[config.mk]
export PLATFORM = sky130hd
export DESIGN_NAME = seven_segment_ram_writer
export DESIGN_NICKNAME = d
export VERILOG_FILES = /design/src/rtl/core/ssrw_pkg.sv /design/src/rtl/core/ssrw_digit_split.sv /design/src/rtl/core/ssrw_row_serializer.sv /design/src/rtl/core/seven_segment_ram_writer.sv
export SDC_FILE = /design/constraint.sdc
export NUM_CORES = 1
export LEC_CHECK = 0
export ABC_AREA = 1
export BUFFER_PORTS_ARGS = -buffer_cell sky130_fd_sc_hd__buf_2
export CAP_MARGIN = 20
export CORE_MARGIN = 2
export CORE_UTILIZATION = 33
export CTS_BUF_LIST = sky130_fd_sc_hd__clkbuf_4
export CTS_CLUSTER_SIZE = 16
export DETAILED_ROUTE_END_ITERATION = 8
export REMOVE_ABC_BUFFERS = 1
export SLEW_MARGIN = 0
export SYNTH_ARGS = -nofsm -noshare
export SYNTH_HDL_FRONTEND = slang
export SYNTH_SLANG_ARGS = --single-unit
[constraint.sdc]
create_clock -name clk -period 5 [get_ports clk]
set_input_delay 0.5 -clock clk [delete_from_list [all_inputs] [get_ports clk]]
set_output_delay 0.5 -clock clk [all_outputs]
set_load 0.005 [all_outputs]
[src/rtl/core/ssrw_pkg.sv]
`timescale 1ns / 1ps
`default_nettype none
// ----------------------------------------------------------------------------
// Seven-segment RAM writer package
// Request and write types, action codes, the segment table and the
// reciprocal constants used for the decimal split.
// ----------------------------------------------------------------------------
package ssrw_pkg;

    // Action codes carried by a request.
    localparam logic [1:0] ACT_NUMBER = 2'd0;
    localparam logic [1:0] ACT_DASH   = 2'd1;
    localparam logic [1:0] ACT_INPUT  = 2'd2;
    localparam logic [1:0] ACT_UNUSED = 2'd3;

    // Fixed segment patterns (bit 0 = a ... bit 6 = g, bit 7 = dp).
    localparam logic [7:0] DASH_PATTERN  = 8'h40;
    localparam logic [7:0] INPUT_PATTERN = 8'h49;

    // Largest value that can be shown on four digits.
    localparam logic [15:0] VALUE_MAX = 16'd9999;
    localparam int unsigned VAL_W     = 14;
    localparam int unsigned PROD_W    = 27;

    // Reciprocals, exact for every value up to 9999 without correction.
    localparam logic [PROD_W-1:0] RECIP_1000 = 27'd8389;  // shift 23
    localparam logic [PROD_W-1:0] RECIP_100  = 27'd5243;  // shift 19
    localparam logic [PROD_W-1:0] RECIP_10   = 27'd6554;  // shift 16

    // One display request.
    typedef struct packed {
        logic [1:0]  action;
        logic [15:0] value;
        logic [1:0]  field;
    } req_t;

    // One driver RAM write.
    typedef struct packed {
        logic [6:0] ram_address;
        logic [3:0] nibble;
        logic       last;
    } res_t;

    // Decimal digits of a request, handed to the row serializer.
    typedef struct packed {
        logic [1:0] action;
        logic [1:0] field;
        logic [3:0] thousands;
        logic [3:0] hundreds;
        logic [3:0] tens;
        logic [3:0] units;
    } digits_t;

    // Seven-segment code of one decimal digit; non-digits stay dark.
    function automatic logic [7:0] seg_of_digit(input logic [3:0] digit);
        logic [7:0] seg;
        unique case (digit)
            4'd0:    seg = 8'h3f;
            4'd1:    seg = 8'h06;
            4'd2:    seg = 8'h5b;
            4'd3:    seg = 8'h4f;
            4'd4:    seg = 8'h66;
            4'd5:    seg = 8'h6d;
            4'd6:    seg = 8'h7d;
            4'd7:    seg = 8'h07;
            4'd8:    seg = 8'h7f;
            4'd9:    seg = 8'h6f;
            default: seg = 8'h00;
        endcase
        return seg;
    endfunction

endpackage
`default_nettype wire

[src/rtl/core/ssrw_digit_split.sv]
`timescale 1ns / 1ps
`default_nettype none
// ----------------------------------------------------------------------------
// Seven-segment RAM writer: decimal split
// Registers the request, saturates the value and splits it into four
// decimal digits through two pipeline registers.
// ----------------------------------------------------------------------------
module ssrw_digit_split
    import ssrw_pkg::*;
(
    input  wire logic    clk,
    input  wire logic    rst_n,
    input  wire logic    in_valid,
    output logic         in_ready,
    input  wire req_t    req,
    output logic         dig_valid,
    input  wire logic    dig_ready,
    output digits_t      dig
);

    logic             a_valid_reg;
    logic [1:0]       a_action_reg;
    logic [1:0]       a_field_reg;
    logic [VAL_W-1:0] a_value_reg;

    logic             b_valid_reg;
    logic [1:0]       b_action_reg;
    logic [1:0]       b_field_reg;
    logic [VAL_W-1:0] b_value_reg;
    logic [3:0]       b_q1000_reg;
    logic [6:0]       b_q100_reg;
    logic [9:0]       b_q10_reg;

    logic             a_ready;
    logic             b_ready;
    logic [VAL_W-1:0] value_sat;
    logic [PROD_W-1:0] prod_1000;
    logic [PROD_W-1:0] prod_100;
    logic [PROD_W-1:0] prod_10;
    logic [6:0]       hund_diff;
    logic [9:0]       tens_diff;
    logic [VAL_W-1:0] unit_diff;

    // Pipeline moves forward when the next stage is empty or draining.
    assign b_ready  = !b_valid_reg || dig_ready;
    assign a_ready  = !a_valid_reg || b_ready;
    assign in_ready = a_ready;

    // Values above the four-digit range show as all nines.
    assign value_sat = (req.value > VALUE_MAX) ? VALUE_MAX[VAL_W-1:0]
                                               : req.value[VAL_W-1:0];

    // Stage A: request register. An unused action is dropped here.
    always_ff @(posedge clk or negedge rst_n)
    begin
        if (!rst_n)
        begin
            a_valid_reg <= 1'b0;
        end
        else if (a_ready)
        begin
            a_valid_reg <= in_valid && (req.action != ACT_UNUSED);
        end
    end

    always_ff @(posedge clk)
    begin
        if (in_valid && a_ready)
        begin
            a_action_reg <= req.action;
            a_field_reg  <= req.field;
            a_value_reg  <= value_sat;
        end
    end

    // Quotients by 1000, 100 and 10 via reciprocal multiplication.
    assign prod_1000 = PROD_W'(a_value_reg) * RECIP_1000;
    assign prod_100  = PROD_W'(a_value_reg) * RECIP_100;
    assign prod_10   = PROD_W'(a_value_reg) * RECIP_10;

    // Stage B: quotient register.
    always_ff @(posedge clk or negedge rst_n)
    begin
        if (!rst_n)
        begin
            b_valid_reg <= 1'b0;
        end
        else if (b_ready)
        begin
            b_valid_reg <= a_valid_reg;
        end
    end

    always_ff @(posedge clk)
    begin
        if (a_valid_reg && b_ready)
        begin
            b_action_reg <= a_action_reg;
            b_field_reg  <= a_field_reg;
            b_value_reg  <= a_value_reg;
            b_q1000_reg  <= prod_1000[26:23];
            b_q100_reg   <= prod_100[25:19];
            b_q10_reg    <= prod_10[25:16];
        end
    end

    // Each digit is a quotient minus ten times the next coarser one.
    assign hund_diff = b_q100_reg - 7'(b_q1000_reg) * 7'd10;
    assign tens_diff = b_q10_reg - 10'(b_q100_reg) * 10'd10;
    assign unit_diff = b_value_reg - VAL_W'(b_q10_reg) * VAL_W'(10);

    assign dig_valid     = b_valid_reg;
    assign dig.action    = b_action_reg;
    assign dig.field     = b_field_reg;
    assign dig.thousands = b_q1000_reg;
    assign dig.hundreds  = hund_diff[3:0];
    assign dig.tens      = tens_diff[3:0];
    assign dig.units     = unit_diff[3:0];

endmodule
`default_nettype wire

[src/rtl/core/ssrw_row_serializer.sv]
`timescale 1ns / 1ps
`default_nettype none
// ----------------------------------------------------------------------------
// Seven-segment RAM writer: row serializer
// Looks up the segment codes of four digits and sends them as eight row
// writes, one per cycle when taken, loading the next request behind the last row.
// ----------------------------------------------------------------------------
module ssrw_row_serializer
    import ssrw_pkg::*;
(
    input  wire logic    clk,
    input  wire logic    rst_n,
    input  wire logic    dig_valid,
    output logic         dig_ready,
    input  wire digits_t dig,
    output logic         out_valid,
    input  wire logic    out_ready,
    output res_t         res
);

    logic            ser_valid_reg;
    logic [2:0]      row_reg;
    logic [1:0]      field_reg;
    logic [3:0][7:0] seg_reg;     // index 3 = thousands, 0 = units
    logic [3:0][7:0] seg_next;

    logic out_fire;
    logic row_last;
    logic load;

    assign row_last  = (row_reg == 3'd7);
    assign out_fire  = ser_valid_reg && out_ready;
    assign load      = dig_valid && (!ser_valid_reg || (out_fire && row_last));
    assign dig_ready = !ser_valid_reg || (out_fire && row_last);

    // Segment codes for the incoming request.
    always_comb
    begin
        unique case (dig.action)
            ACT_DASH:
            begin
                seg_next = {4{DASH_PATTERN}};
            end
            ACT_INPUT:
            begin
                seg_next = {4{INPUT_PATTERN}};
            end
            default:
            begin
                seg_next = {seg_of_digit(dig.thousands), seg_of_digit(dig.hundreds),
                            seg_of_digit(dig.tens), seg_of_digit(dig.units)};
            end
        endcase
    end

    // Row counter and valid flag.
    always_ff @(posedge clk or negedge rst_n)
    begin
        if (!rst_n)
        begin
            ser_valid_reg <= 1'b0;
            row_reg       <= 3'd0;
        end
        else if (load)
        begin
            ser_valid_reg <= 1'b1;
            row_reg       <= 3'd0;
        end
        else if (out_fire)
        begin
            ser_valid_reg <= !row_last;
            row_reg       <= row_reg + 3'd1;
        end
    end

    always_ff @(posedge clk)
    begin
        if (load)
        begin
            seg_reg   <= seg_next;
            field_reg <= dig.field;
        end
    end

    // Address is field plus four times the row; nibble is one segment bit per digit.
    assign out_valid       = ser_valid_reg;
    assign res.ram_address = {2'b00, row_reg, field_reg};
    assign res.nibble      = {seg_reg[3][row_reg], seg_reg[2][row_reg],
                              seg_reg[1][row_reg], seg_reg[0][row_reg]};
    assign res.last        = row_last;

endmodule
`default_nettype wire

[src/rtl/core/seven_segment_ram_writer.sv]
// An accepted request passes the split's request and quotient registers,
// is loaded into the row serializer, and its eight writes follow on
// consecutive cycles when taken. The serializer loads the next request only
// as its last write is taken; until then it waits in the split pipeline.
// Reset: rst_n clears the valid flags and row counter; no writes pending.
`timescale 1ns / 1ps
`default_nettype none
// ----------------------------------------------------------------------------
// Seven-segment RAM writer
// Turns a four-digit display request into eight LED-driver RAM writes.
// ----------------------------------------------------------------------------
module seven_segment_ram_writer
    import ssrw_pkg::*;
(
    input  wire logic clk,
    input  wire logic rst_n,
    input  wire logic in_valid,
    output logic      in_ready,
    input  wire req_t req,
    output logic      out_valid,
    input  wire logic out_ready,
    output res_t      res
);

    logic    dig_valid;
    logic    dig_ready;
    digits_t dig;

    // Saturation and decimal split.
    ssrw_digit_split u_digit_split (
        .clk       (clk),
        .rst_n     (rst_n),
        .in_valid  (in_valid),
        .in_ready  (in_ready),
        .req       (req),
        .dig_valid (dig_valid),
        .dig_ready (dig_ready),
        .dig       (dig)
    );

    // Segment lookup and row-by-row writes.
    ssrw_row_serializer u_row_serializer (
        .clk       (clk),
        .rst_n     (rst_n),
        .dig_valid (dig_valid),
        .dig_ready (dig_ready),
        .dig       (dig),
        .out_valid (out_valid),
        .out_ready (out_ready),
        .res       (res)
    );

endmodule
`default_nettype wire

## After elaboration in Yosys (flattened, before gate mapping)

Memories as Yosys holds them, arrays and structs flattened. A register that Yosys moved wholly into a read port is not among the register bits.
Cells that the tools add are included.

| operators by class | value |
|---|---|
| $add $sub $neg | 4 |
| multiply operators | 6 |
| $lt $le $gt $ge | 2 |
| eq/ne operators | 4 |
| muxes and demuxes | 14 |
| reduce and logical (&&, ||, !) cells | 14 |

Operators with widths:

| kind | number |
|---|---|
| $pmux W32 S2 | 1 |
| $mul A14 B14 Y27 const B | 1 |
| $mul A14 B13 Y26 const B | 1 |
| $mul A14 B12 Y25 const B | 1 |
| $gt A16 B14 Y1 const B | 1 |
| $bmux W1 S3 | 4 |
| $sub A4 B4 Y4 | 3 |
| $mul A10 B3 Y3 const B | 1 |
| $mul A7 B3 Y3 const B | 1 |
| $logic_and A1 B1 Y1 | 6 |
| $mux W1 | 6 |
| $mux W3 | 2 |
| $logic_not A1 Y1 | 4 |
| $lt A3 B4 Y1 const B | 1 |
| $mul A4 B3 Y3 const B | 1 |
| $mux W4 | 1 |
| $add A3 B1 Y3 const B | 1 |
| $eq A3 B3 Y1 const B | 1 |
| $logic_or A1 B1 Y1 | 3 |
| $eq A2 B1 Y1 const B | 1 |
| $eq A2 B2 Y1 const B | 1 |
| $ne A2 B2 Y1 const B | 1 |
| $reduce_bool A2 Y1 | 1 |

| word-level totals | value |
|---|---|
| register bits after elaboration | 87 |
| bits in read-only memories | 448 |
| bits of input ports | 24 |
| output and inout bits | 14 |
| word-level logic and storage cells | 66 |
| memories kept | 4 |

Memories:

| memory | words | bits a word | rd ports | clocked after memory_dff | write ports | RTL line | text |
|---|---|---|---|---|---|---|---|
| (name not given) | 16 | 7 | 1 | 1 | 0 | ssrw_pkg.sv:57 | `unique case (digit)` |
| (name not given) | 16 | 7 | 1 | 0 | 0 | ssrw_pkg.sv:57 |  |
| (name not given) | 16 | 7 | 1 | 0 | 0 | ssrw_pkg.sv:57 |  |
| (name not given) | 16 | 7 | 1 | 0 | 0 | ssrw_pkg.sv:57 |  |

## Longest topological paths before layout

Gate-level depths: netlist of run 1.

| logic depth | value |
|---|---|
| word-level depth | 6 |
| mapped depth | 28 |
| mapped depth without buffers | 28 |

## By module

From an unflattened synthesis of run 1, not the netlist that was laid out.

| unflattened totals | value |
|---|---|
| cells, all modules | 1496 |
| area total of the unflattened synthesis | 12002.8 µm² |

Modules (own cells, without submodules):

| module | times used | cells an instance | area each (µm²) | sequential area each (µm²) |
|---|---|---|---|---|
| ssrw_digit_split | 1 | 1216 | 9821.9 | 1191.1 |
| ssrw_row_serializer | 1 | 280 | 2180.8 | 1001.0 |

## Least setup slack after synthesis of run 1

No wires, ideal clock.

| timing path | value |
|---|---|
| kind | register -> register |
| start | reg u_digit_split.a_value_reg[12] |
| end | reg with a tool-made name |
| library setup time | 0.115 ns |
| arrival | 4.646 ns |
| data required time | 4.885 ns |
| setup slack | 0.239 ns |
| stages on the path, launching flop included | 24 |
| buffers on the path | 0 |
| period minus slack after synthesis | 4.761 ns |
| cells stage by stage | edfxtp_1 -> inv_1 -> ha_1 -> inv_1 -> ha_1 -> ha_1 -> inv_1 -> fa_1 -> inv_1 -> ha_1 -> ha_1 -> ha_1 -> a21oi_1 -> nand2_1 -> a21oi_1 -> nand3_2 -> nand2_1 -> nand3_2 -> nand2_2 -> inv_2 -> ha_1 -> nand3b_1 -> nand2_1 -> nand2_1 |

RTL lines:

| what | RTL line | text |
|---|---|---|
| start, declared | ssrw_digit_split.sv:24 | `logic [VAL_W-1:0] a_value_reg;` |
| start signal, assigned | ssrw_digit_split.sv:72 | `a_value_reg <= value_sat;` |

## Worst setup path in the final report of run 1

| timing path | value |
|---|---|
| start | reg u_digit_split.a_value_reg[4] |
| end | reg u_digit_split.b_q100_reg[1] (data pin) |

| between the ends | value |
|---|---|
| word-level cells in the longest chain between the ends | 1 |

RTL lines:

| what | RTL line | text |
|---|---|---|
| $mul A14 B13 Y26 | ssrw_digit_split.sv:78 | `assign prod_100 = PROD_W'(a_value_reg) * RECIP_100;` |
| net u_digit_split.prod_100[20] | ssrw_digit_split.sv:38 | `logic [PROD_W-1:0] prod_100;` |
| end signal, assigned | ssrw_digit_split.sv:102 | `b_q100_reg <= prod_100[25:19];` |
| end, declared | ssrw_digit_split.sv:31 | `logic [6:0] b_q100_reg;` |

The timed path passes the listed nets, and every way through them passes these cells.
A chain may end at the register's enable or synchronous reset.

==> impl_metrics.py, run 1 <==
metrics = {
    "critical_path": {
        "endpoint_kind": "register",
        "start_kind": "register",
        "slowest_delay_ps": 570,
        "crit_chain": "buf_4, buf_4, ha_1, inv_1, fa_1, fa_1, inv_1, ha_1, inv_1, fa_1, inv_1, ha_1, a21oi_1, o21a_1, nand2_1, nand3_1, nand2_1, nand3_1, nand2_1, xor2_1, buf_4",
        "required_ps": 5250,
        "worstPathArrival_ps": 5090,
        "slowest_stage": "edfxtp_1",
        "crit_fanout": 4,
        "critPathKind": "reg -> reg",
        "cpMostUsedCell": "inv_1",
    },
    "synthesis": {
        "synth-compound-area-share_pct": 6.083,
        "synth_area_leaders": "ha_1 (24%), fa_1 (22%), edfxtp_1 (17%), inv_1 (11%), nand2_1 (6.6%)",
        "synth_top_area_share_pct": 24.25,
        "synthMuxAreaShare_pct": 0,
        "yosys.area_share.xor_xnor_pct": 2.531,
        "synth.distinct_cells": 43,
        "synthArstFlopShare_pct": 7.407,
        "synth_commonest_cells": "inv_1 (356), ha_1 (228), nand2_1 (207)",
        "synth_top_family_by_area": "adder cells",
        "postSynthCellCount": 1340,
        "ys_ff_latch": 81,
        "yosys.area_share.simple_pct": 13.85,
        "synth_most_common_cell": "inv_1",
        "synthAdderAreaFrac_pct": 45.85,
        "avgSynthCellArea_sq_um": 8.781,
        "ys_seq_area_share_pct": 19.82,
        "synth_top_area_cell": "ha_1",
        "synth_flop_cell": "edfxtp_1",
        "mappedNetlistArea_sq_um": 11770,
        "yosysWarnings": 0,
        "synth_edf_count": 68,
    },
    "final_layout": {
        "drive_gt1_share_pct": 12.06,
        "largest_register_ffs": 28,
        "fin_cells": 1896,
        "layout.nets": 1808,
        "areaGrowthSynthToFinish_pct": 13.73,
    },
    "place": {
        "io_buffer_count": 35,
        "gp_congestion": 0.9023,
        "dp.cells": 1859,
        "dpl.hpwl_mm": 23.76,
    },
    "sta": {
        "hold_viol_final": 0,
        "setup_violations": 0,
        "max_slew_margin_pct": 45.25,
        "drv_slew": 0,
        "clock_skew_ps": 63.36,
        "setup_tns_ps": 0,
        "clock.fmax_ghz": 0.2064,
        "min_period_ps": 4844,
        "fin_hold_ws_ps": 206.3,
        "worst_pin_slew_ps": 820.4,
        "period_share_pct": 96.89,
    },
    "power": {
        "pwr_density_cell_nw_per_um2": 472.2,
        "p_leak_uw": 0.006935,
        "peakVddDrop_uv": 266.2,
    },
    "cts": {
        "clk_pin_slew_worst_paths_ps": 230,
        "clk-insertion-delay-late_ps": 510,
        "cts_max_path_buffers": 2,
        "htreeDepth": 3,
        "cts_buffers": 9,
        "root_buffer": "clkbuf_4",
        "cts.sinks": 81,
        "cts_tree": "yes",
    },
    "die": {
        "core_sq_um": 35310,
        "initial_core_util_pct": 33.32,
        "ios": 38,
        "die_x_microns": 192.8,
        "fp.dieArea_sq_um": 37180,
        "num_rows": 69,
        "die-height_microns": 192.8,
    },
    "drt": {
        "num_vias": 8687,
        "drt_iter0_markers": 459,
        "wl_per_cell_microns": 14.63,
        "ant_nets": 0,
        "wl_mm": 27.74,
        "drt-vias-per-instance": 4.582,
        "route.detailed.drc": 0,
        "dr.pass1.iters": 5,
    },
    "global_routing": {
        "grt_use_total_pct": 15.46,
        "grt_antenna_before_repair": 2,
        "grt_first_pass_wirelength_mm": 44.22,
        "grt_pass1_vias": 8736,
        "grt_max_degree": 31,
        "globalRouteOverflowTotal": 0,
    },
    "run": {
        "maxCapViolations": 0,
    },
    "min_path": {
        "hp-class": "in -> reg",
    },
    "run_status": {
        "status": "finished, final reports clean",
    },
}
==> layout by cell type, fill, tap and decap left out, types with 16 or more instances in the layout <==
cell type  count
edfxtp_1      68
nand3_1       27
fa_1         126
xnor2_1       17
nand2_1      203
inv_1        355
a21oi_1       46
ha_1         206
nor2_1        80
ha_4          20
buf_2         35
buf_4         46
o21ai_0       44
xor2_1        16
==> path summary, 6_finish.rpt <==
kind                                              start                            end  slack (ps)  cells past startpoint
max                        u_digit_split.a_value_reg[4]    u_digit_split.b_q100_reg[1]         160                     21
min                                              req[1]   u_digit_split.a_field_reg[1]         210                      1
max reg2reg                u_digit_split.a_value_reg[4]    u_digit_split.b_q100_reg[1]         160                     21
min reg2reg                u_digit_split.b_field_reg[1]  u_row_serializer.field_reg[1]         430                      0
max in group asynchronous                         rst_n    u_row_serializer.row_reg[0]        4490                      2
min in group asynchronous                         rst_n    u_row_serializer.row_reg[1]         360                      2
==> power breakdown <==
part           internal (uW)  leakage [uW]  switching [uW]
Clock                    162     0.0000795             298
Combinational           1990       0.00612            2920
Sequential               885      0.000734            63.2
==> layer usage <==
layer | vias up | GRT usage (%) | routed length (microns)
met5 | - | 0 | 0
met4 | 0 | 4.639 | 802
met3 | 42 | 2.528 | 1290
met2 | 175 | 26.58 | 13230
met1 | 4105 | 19.86 | 12420
li1 | 4365 | - | -
==> worst max-delay path, delay by kind of cell, from the launching register on <==
| kind | cells | cell delay [ps] |
|---|---|---|
| adders and majority gates | 6 | 2450 |
| buffers and inverters | 7 | 740 |
| DFF | 1 | 570 |
| AOI/OAI and AO/OA | 2 | 330 |
| and+or+nand+nor | 5 | 330 |
| xor gates and xnor gates | 1 | 160 |
==> metrics by stage <==
| step | cell area [sq um] | util, % | power, uW | worst slack [ps] |
|---|---|---|---|---|
| 3_5_place_dp | 12730 | 36.04 | 5569 | 81.64 |
| 2_1_floorplan | 11720 | - | 4329 | 238.8 |
| 4_1_cts | 12890 | 36.50 | 6064 | 13.54 |
| 5_1_grt | 13380 | 37.90 | 7157 | -21.39 |
| 6_report | 13380 | 37.90 | 6319 | 155.6 |
| 3_3_place_gp | 12730 | 36.04 | 5534 | 86.88 |
==> cell type report <==
type                    count  area, sq um
flip-flops and latches     81         2332
fillers                  3545        21930
clock buffers               9        67.56
diodes                      1        2.502
multi-input cells         892         8363
inverters                 358         1344
clock inverters             7        83.83
well taps                 461        576.8
repair buffers             87        611.8
==> cells by family after synthesis <==
group / count (synthesis)
other cells: 1
compound gates: 128
xor+xnor: 34
fa+ha+maj: 355
flops: 81
buf+inv: 368
simple gates: 373
==> timing repair <==
item | in CTS | in global routing
hold buffers | 1 | 0
endpoints found under the hold margin | 6 | 0
gates resized for setup | 0 | 43
buffers inserted | 0 | 18
setup endpoints to repair | 0 | 11
No activity file was read; power rests on OpenSTA's default activity.
==> inputs of run 2 (changes only) <==
ABC_AREA = 0   (was 1)
==> run 2 against run 1 <==
  * The flow now finishes with violations (negative setup slack)
  * Global-route usage hardly changed
  * Clock-buffer cell count is 1 higher
  * Clock power is 22% lower
==> impl_metrics.py, run 2 <==
metrics = {
    "run_status": {
        "status": "finished, violations left",
        "violations": "negative setup slack",
    },
    "critical_path": {
        "required_ps": 5400,
        "critPathKind": "reg -> reg",
        "worstPathArrival_ps": 5420,
        "start_kind": "register",
        "endpoint_kind": "register",
        "crit_fanout": 3,
    },
    "drt": {
        "dr.pass1.iters": 4,
        "wl_mm": 26.18,
        "drt-vias-per-instance": 4.498,
        "wl_per_cell_microns": 14.99,
        "drt_iter0_markers": 332,
        "ant_nets": 0,
        "route.detailed.drc": 0,
        "num_vias": 7858,
    },
    "synthesis": {
        "synth_most_common_cell": "inv_1",
        "ys_seq_area_share_pct": 21.09,
        "synth_commonest_cells": "inv_1 (286), ha_1 (228), fa_1 (127)",
        "synth_top_area_share_pct": 25.80,
        "synth.distinct_cells": 69,
        "ys_ff_latch": 81,
        "synth_edf_count": 68,
        "postSynthCellCount": 1070,
        "synthArstFlopShare_pct": 7.407,
        "synth_area_leaders": "ha_1 (26%), fa_1 (23%), edfxtp_1 (18%), inv_1 (9.7%), xnor2_1 (1.7%)",
        "synth_top_area_cell": "ha_1",
        "synth_flop_cell": "edfxtp_1",
        "mappedNetlistArea_sq_um": 11060,
        "yosysWarnings": 0,
        "avgSynthCellArea_sq_um": 10.33,
    },
    "run": {
        "maxCapViolations": 0,
    },
    "cts": {
        "cts_tree": "yes",
        "cts_max_path_buffers": 2,
        "htreeDepth": 3,
        "clk_pin_slew_worst_paths_ps": 140,
        "cts.sinks": 81,
        "clk-insertion-delay-late_ps": 480,
        "cts_buffers": 9,
        "root_buffer": "clkbuf_4",
    },
    "die": {
        "initial_core_util_pct": 33.22,
        "ios": 38,
        "die_x_microns": 187.0,
        "core_sq_um": 33280,
        "die-height_microns": 187.0,
        "fp.dieArea_sq_um": 34990,
        "num_rows": 67,
    },
    "sta": {
        "setup_violations": 3,
        "min_period_ps": 5015,
        "clock_skew_ps": 25.09,
        "worst_pin_slew_ps": 984.7,
        "hold_viol_final": 0,
        "timing.final.ws_setup_ps": -14.96,
        "max_slew_margin_pct": 34.35,
        "clock.fmax_ghz": 0.1994,
        "rsz0062_at_grt": "true",
        "period_share_pct": 100.3,
        "drv_slew": 0,
    },
    "final_layout": {
        "fill_cells": 3180,
        "multi_input_area_sq_um": 8442,
        "largest_register_ffs": 28,
        "layout_commonest_cell": "inv_1",
        "layout.nets": 1672,
        "areaGrowthSynthToFinish_pct": 28.46,
        "fin_area_sq_um": 14200,
        "fin_cells": 1747,
        "regArea_sq_um": 2332,
        "final_cell_mix": "inv_1 (269), ha_1 (168), buf_4 (165), fa_1 (123), edfxtp_1 (68)",
        "drive_gt1_share_pct": 28.74,
        "utilization_pct": 42.68,
    },
    "global_routing": {
        "grt_first_pass_wirelength_mm": 42.79,
        "grt_use_total_pct": 15.46,
        "globalRouteOverflowTotal": 0,
        "grt_pass1_vias": 8322,
        "grt_max_degree": 25,
        "grt_antenna_before_repair": 1,
    },
    "power": {
        "pwr_density_cell_nw_per_um2": 489.1,
        "p_leak_uw": 0.006860,
        "p_total_uw": 6947,
        "peakVddDrop_uv": 264.1,
    },
    "place": {
        "io_buffer_count": 35,
        "pre_cts_ws_ps": -481.9,
        "dpl.hpwl_mm": 21.92,
        "gp_congestion": 0.8772,
        "place_area_sq_um": 12830,
        "dp.cells": 1687,
    },
    "min_path": {
        "hp-class": "in -> reg",
    },
}
==> run 2: changes by cell type after synthesis, moves of 15 or more <==
cell      previous run  this run
nand3_1             27         9
o21ai_0             45        30
nand2b_1             0        22
nand2_1            207        42
nor2_1              84        23
and2_1               1        18
inv_1              356       286
==> run 2: cells by family after synthesis <==
| logic type | Yosys count | share of synthesized area [%] |
|---|---|---|
| other | 1 | 0.03392 |
| buffers and inverters | 298 | 10.30 |
| AO/OA/AOI/OAI | 132 | 7.899 |
| flip-flops | 81 | 21.09 |
| AND/OR/NAND/NOR | 149 | 6.869 |
| multiplexers | 15 | 1.924 |
| XOR/XNOR | 39 | 3.089 |
| adder cells (fa/ha/maj) | 355 | 48.79 |
==> run 2: metrics by stage <==
step | TNS [ps] | hold WS [ps]
floorplan | -2456 | 204.4
global placement | -3584 | 334.5
detailed placement | -3831 | 336.1
CTS | -12.55 | 175.9
global route | -1608 | 163.8
finish | -24.14 | 208.1
==> run 2: cell type report <==
type                            instances  area share [%]
Timing Repair Buffer                  222           11.75
Clock inverter                          6          0.2995
Clock buffer                           10          0.5285
Inverter                              287           7.602
Tap cell                              448           3.946
Multi-Input combinational cell        692           59.43
Sequential cell                        81           16.42
Antenna cell                            1         0.01762
==> run 2: per-layer routing <==
metal / global-route usage (%) / share of wire, % / up-vias
met4: 2.289 / 1.3 / 0
li1: - / - / 3903
met5: 0 / 0 / -
met2: 27.08 / 49 / 97
met3: 2.176 / 3.4 / 24
met1: 20.70 / 47 / 3834
==> run 2: worst paths after layout <==
check / startpoint / endpoint / slack (ps) / depth (start not counted)
min in group asynchronous: rst_n / u_row_serializer.row_reg[2] / 380 / 2
worst min-delay path: req[0] / u_digit_split.a_field_reg[0] / 210 / 1
worst max-delay path: u_digit_split.a_value_reg[7] / register / -10 / 23
worst max register to register: u_digit_split.a_value_reg[7] / register / -10 / 23
max in group asynchronous: rst_n / u_digit_split.a_valid_reg / 4480 / 2
worst min register to register: u_digit_split.a_action_reg[0] / u_digit_split.b_action_reg[0] / 440 / 0
==> run 2: power breakdown <==
part	leakage [uW]	internal (uW)	switching (uW)
sequential	0.000732	921	72.9
clock	0.0000644	109	251
combinational	0.00606	2740	2860
==> run 2: critical path: stages (launching register included) <==
cell,delay (ps)
edfxtp_1,480
buf_6,160
ha_4,230
buf_6,120
and2_4,140
ha_4,250
inv_2,30
fa_1,540
inv_2,40
fa_2,580
ha_4,220
ha_4,240
and3_4,150
o211a_1,130
o21ai_1,90
nand4_1,130
a221oi_2,270
xor2_1,210
inv_1,110
a21boi_2,180
inv_2,80
ha_4,220
mux2_4,260
o21ai_2,100
==> run 2: timing repair <==
| action | 4_1_cts | 5_1_grt |
|---|---|---|
| setup endpoints to repair | 12 | 14 |
| hold endpoints to repair | 6 | 0 |
| gates resized for setup | 100 | 45 |
| setup buffers | 33 | 13 |
| hold buffers | 1 | 0 |
| pin swaps | 53 | 45 |
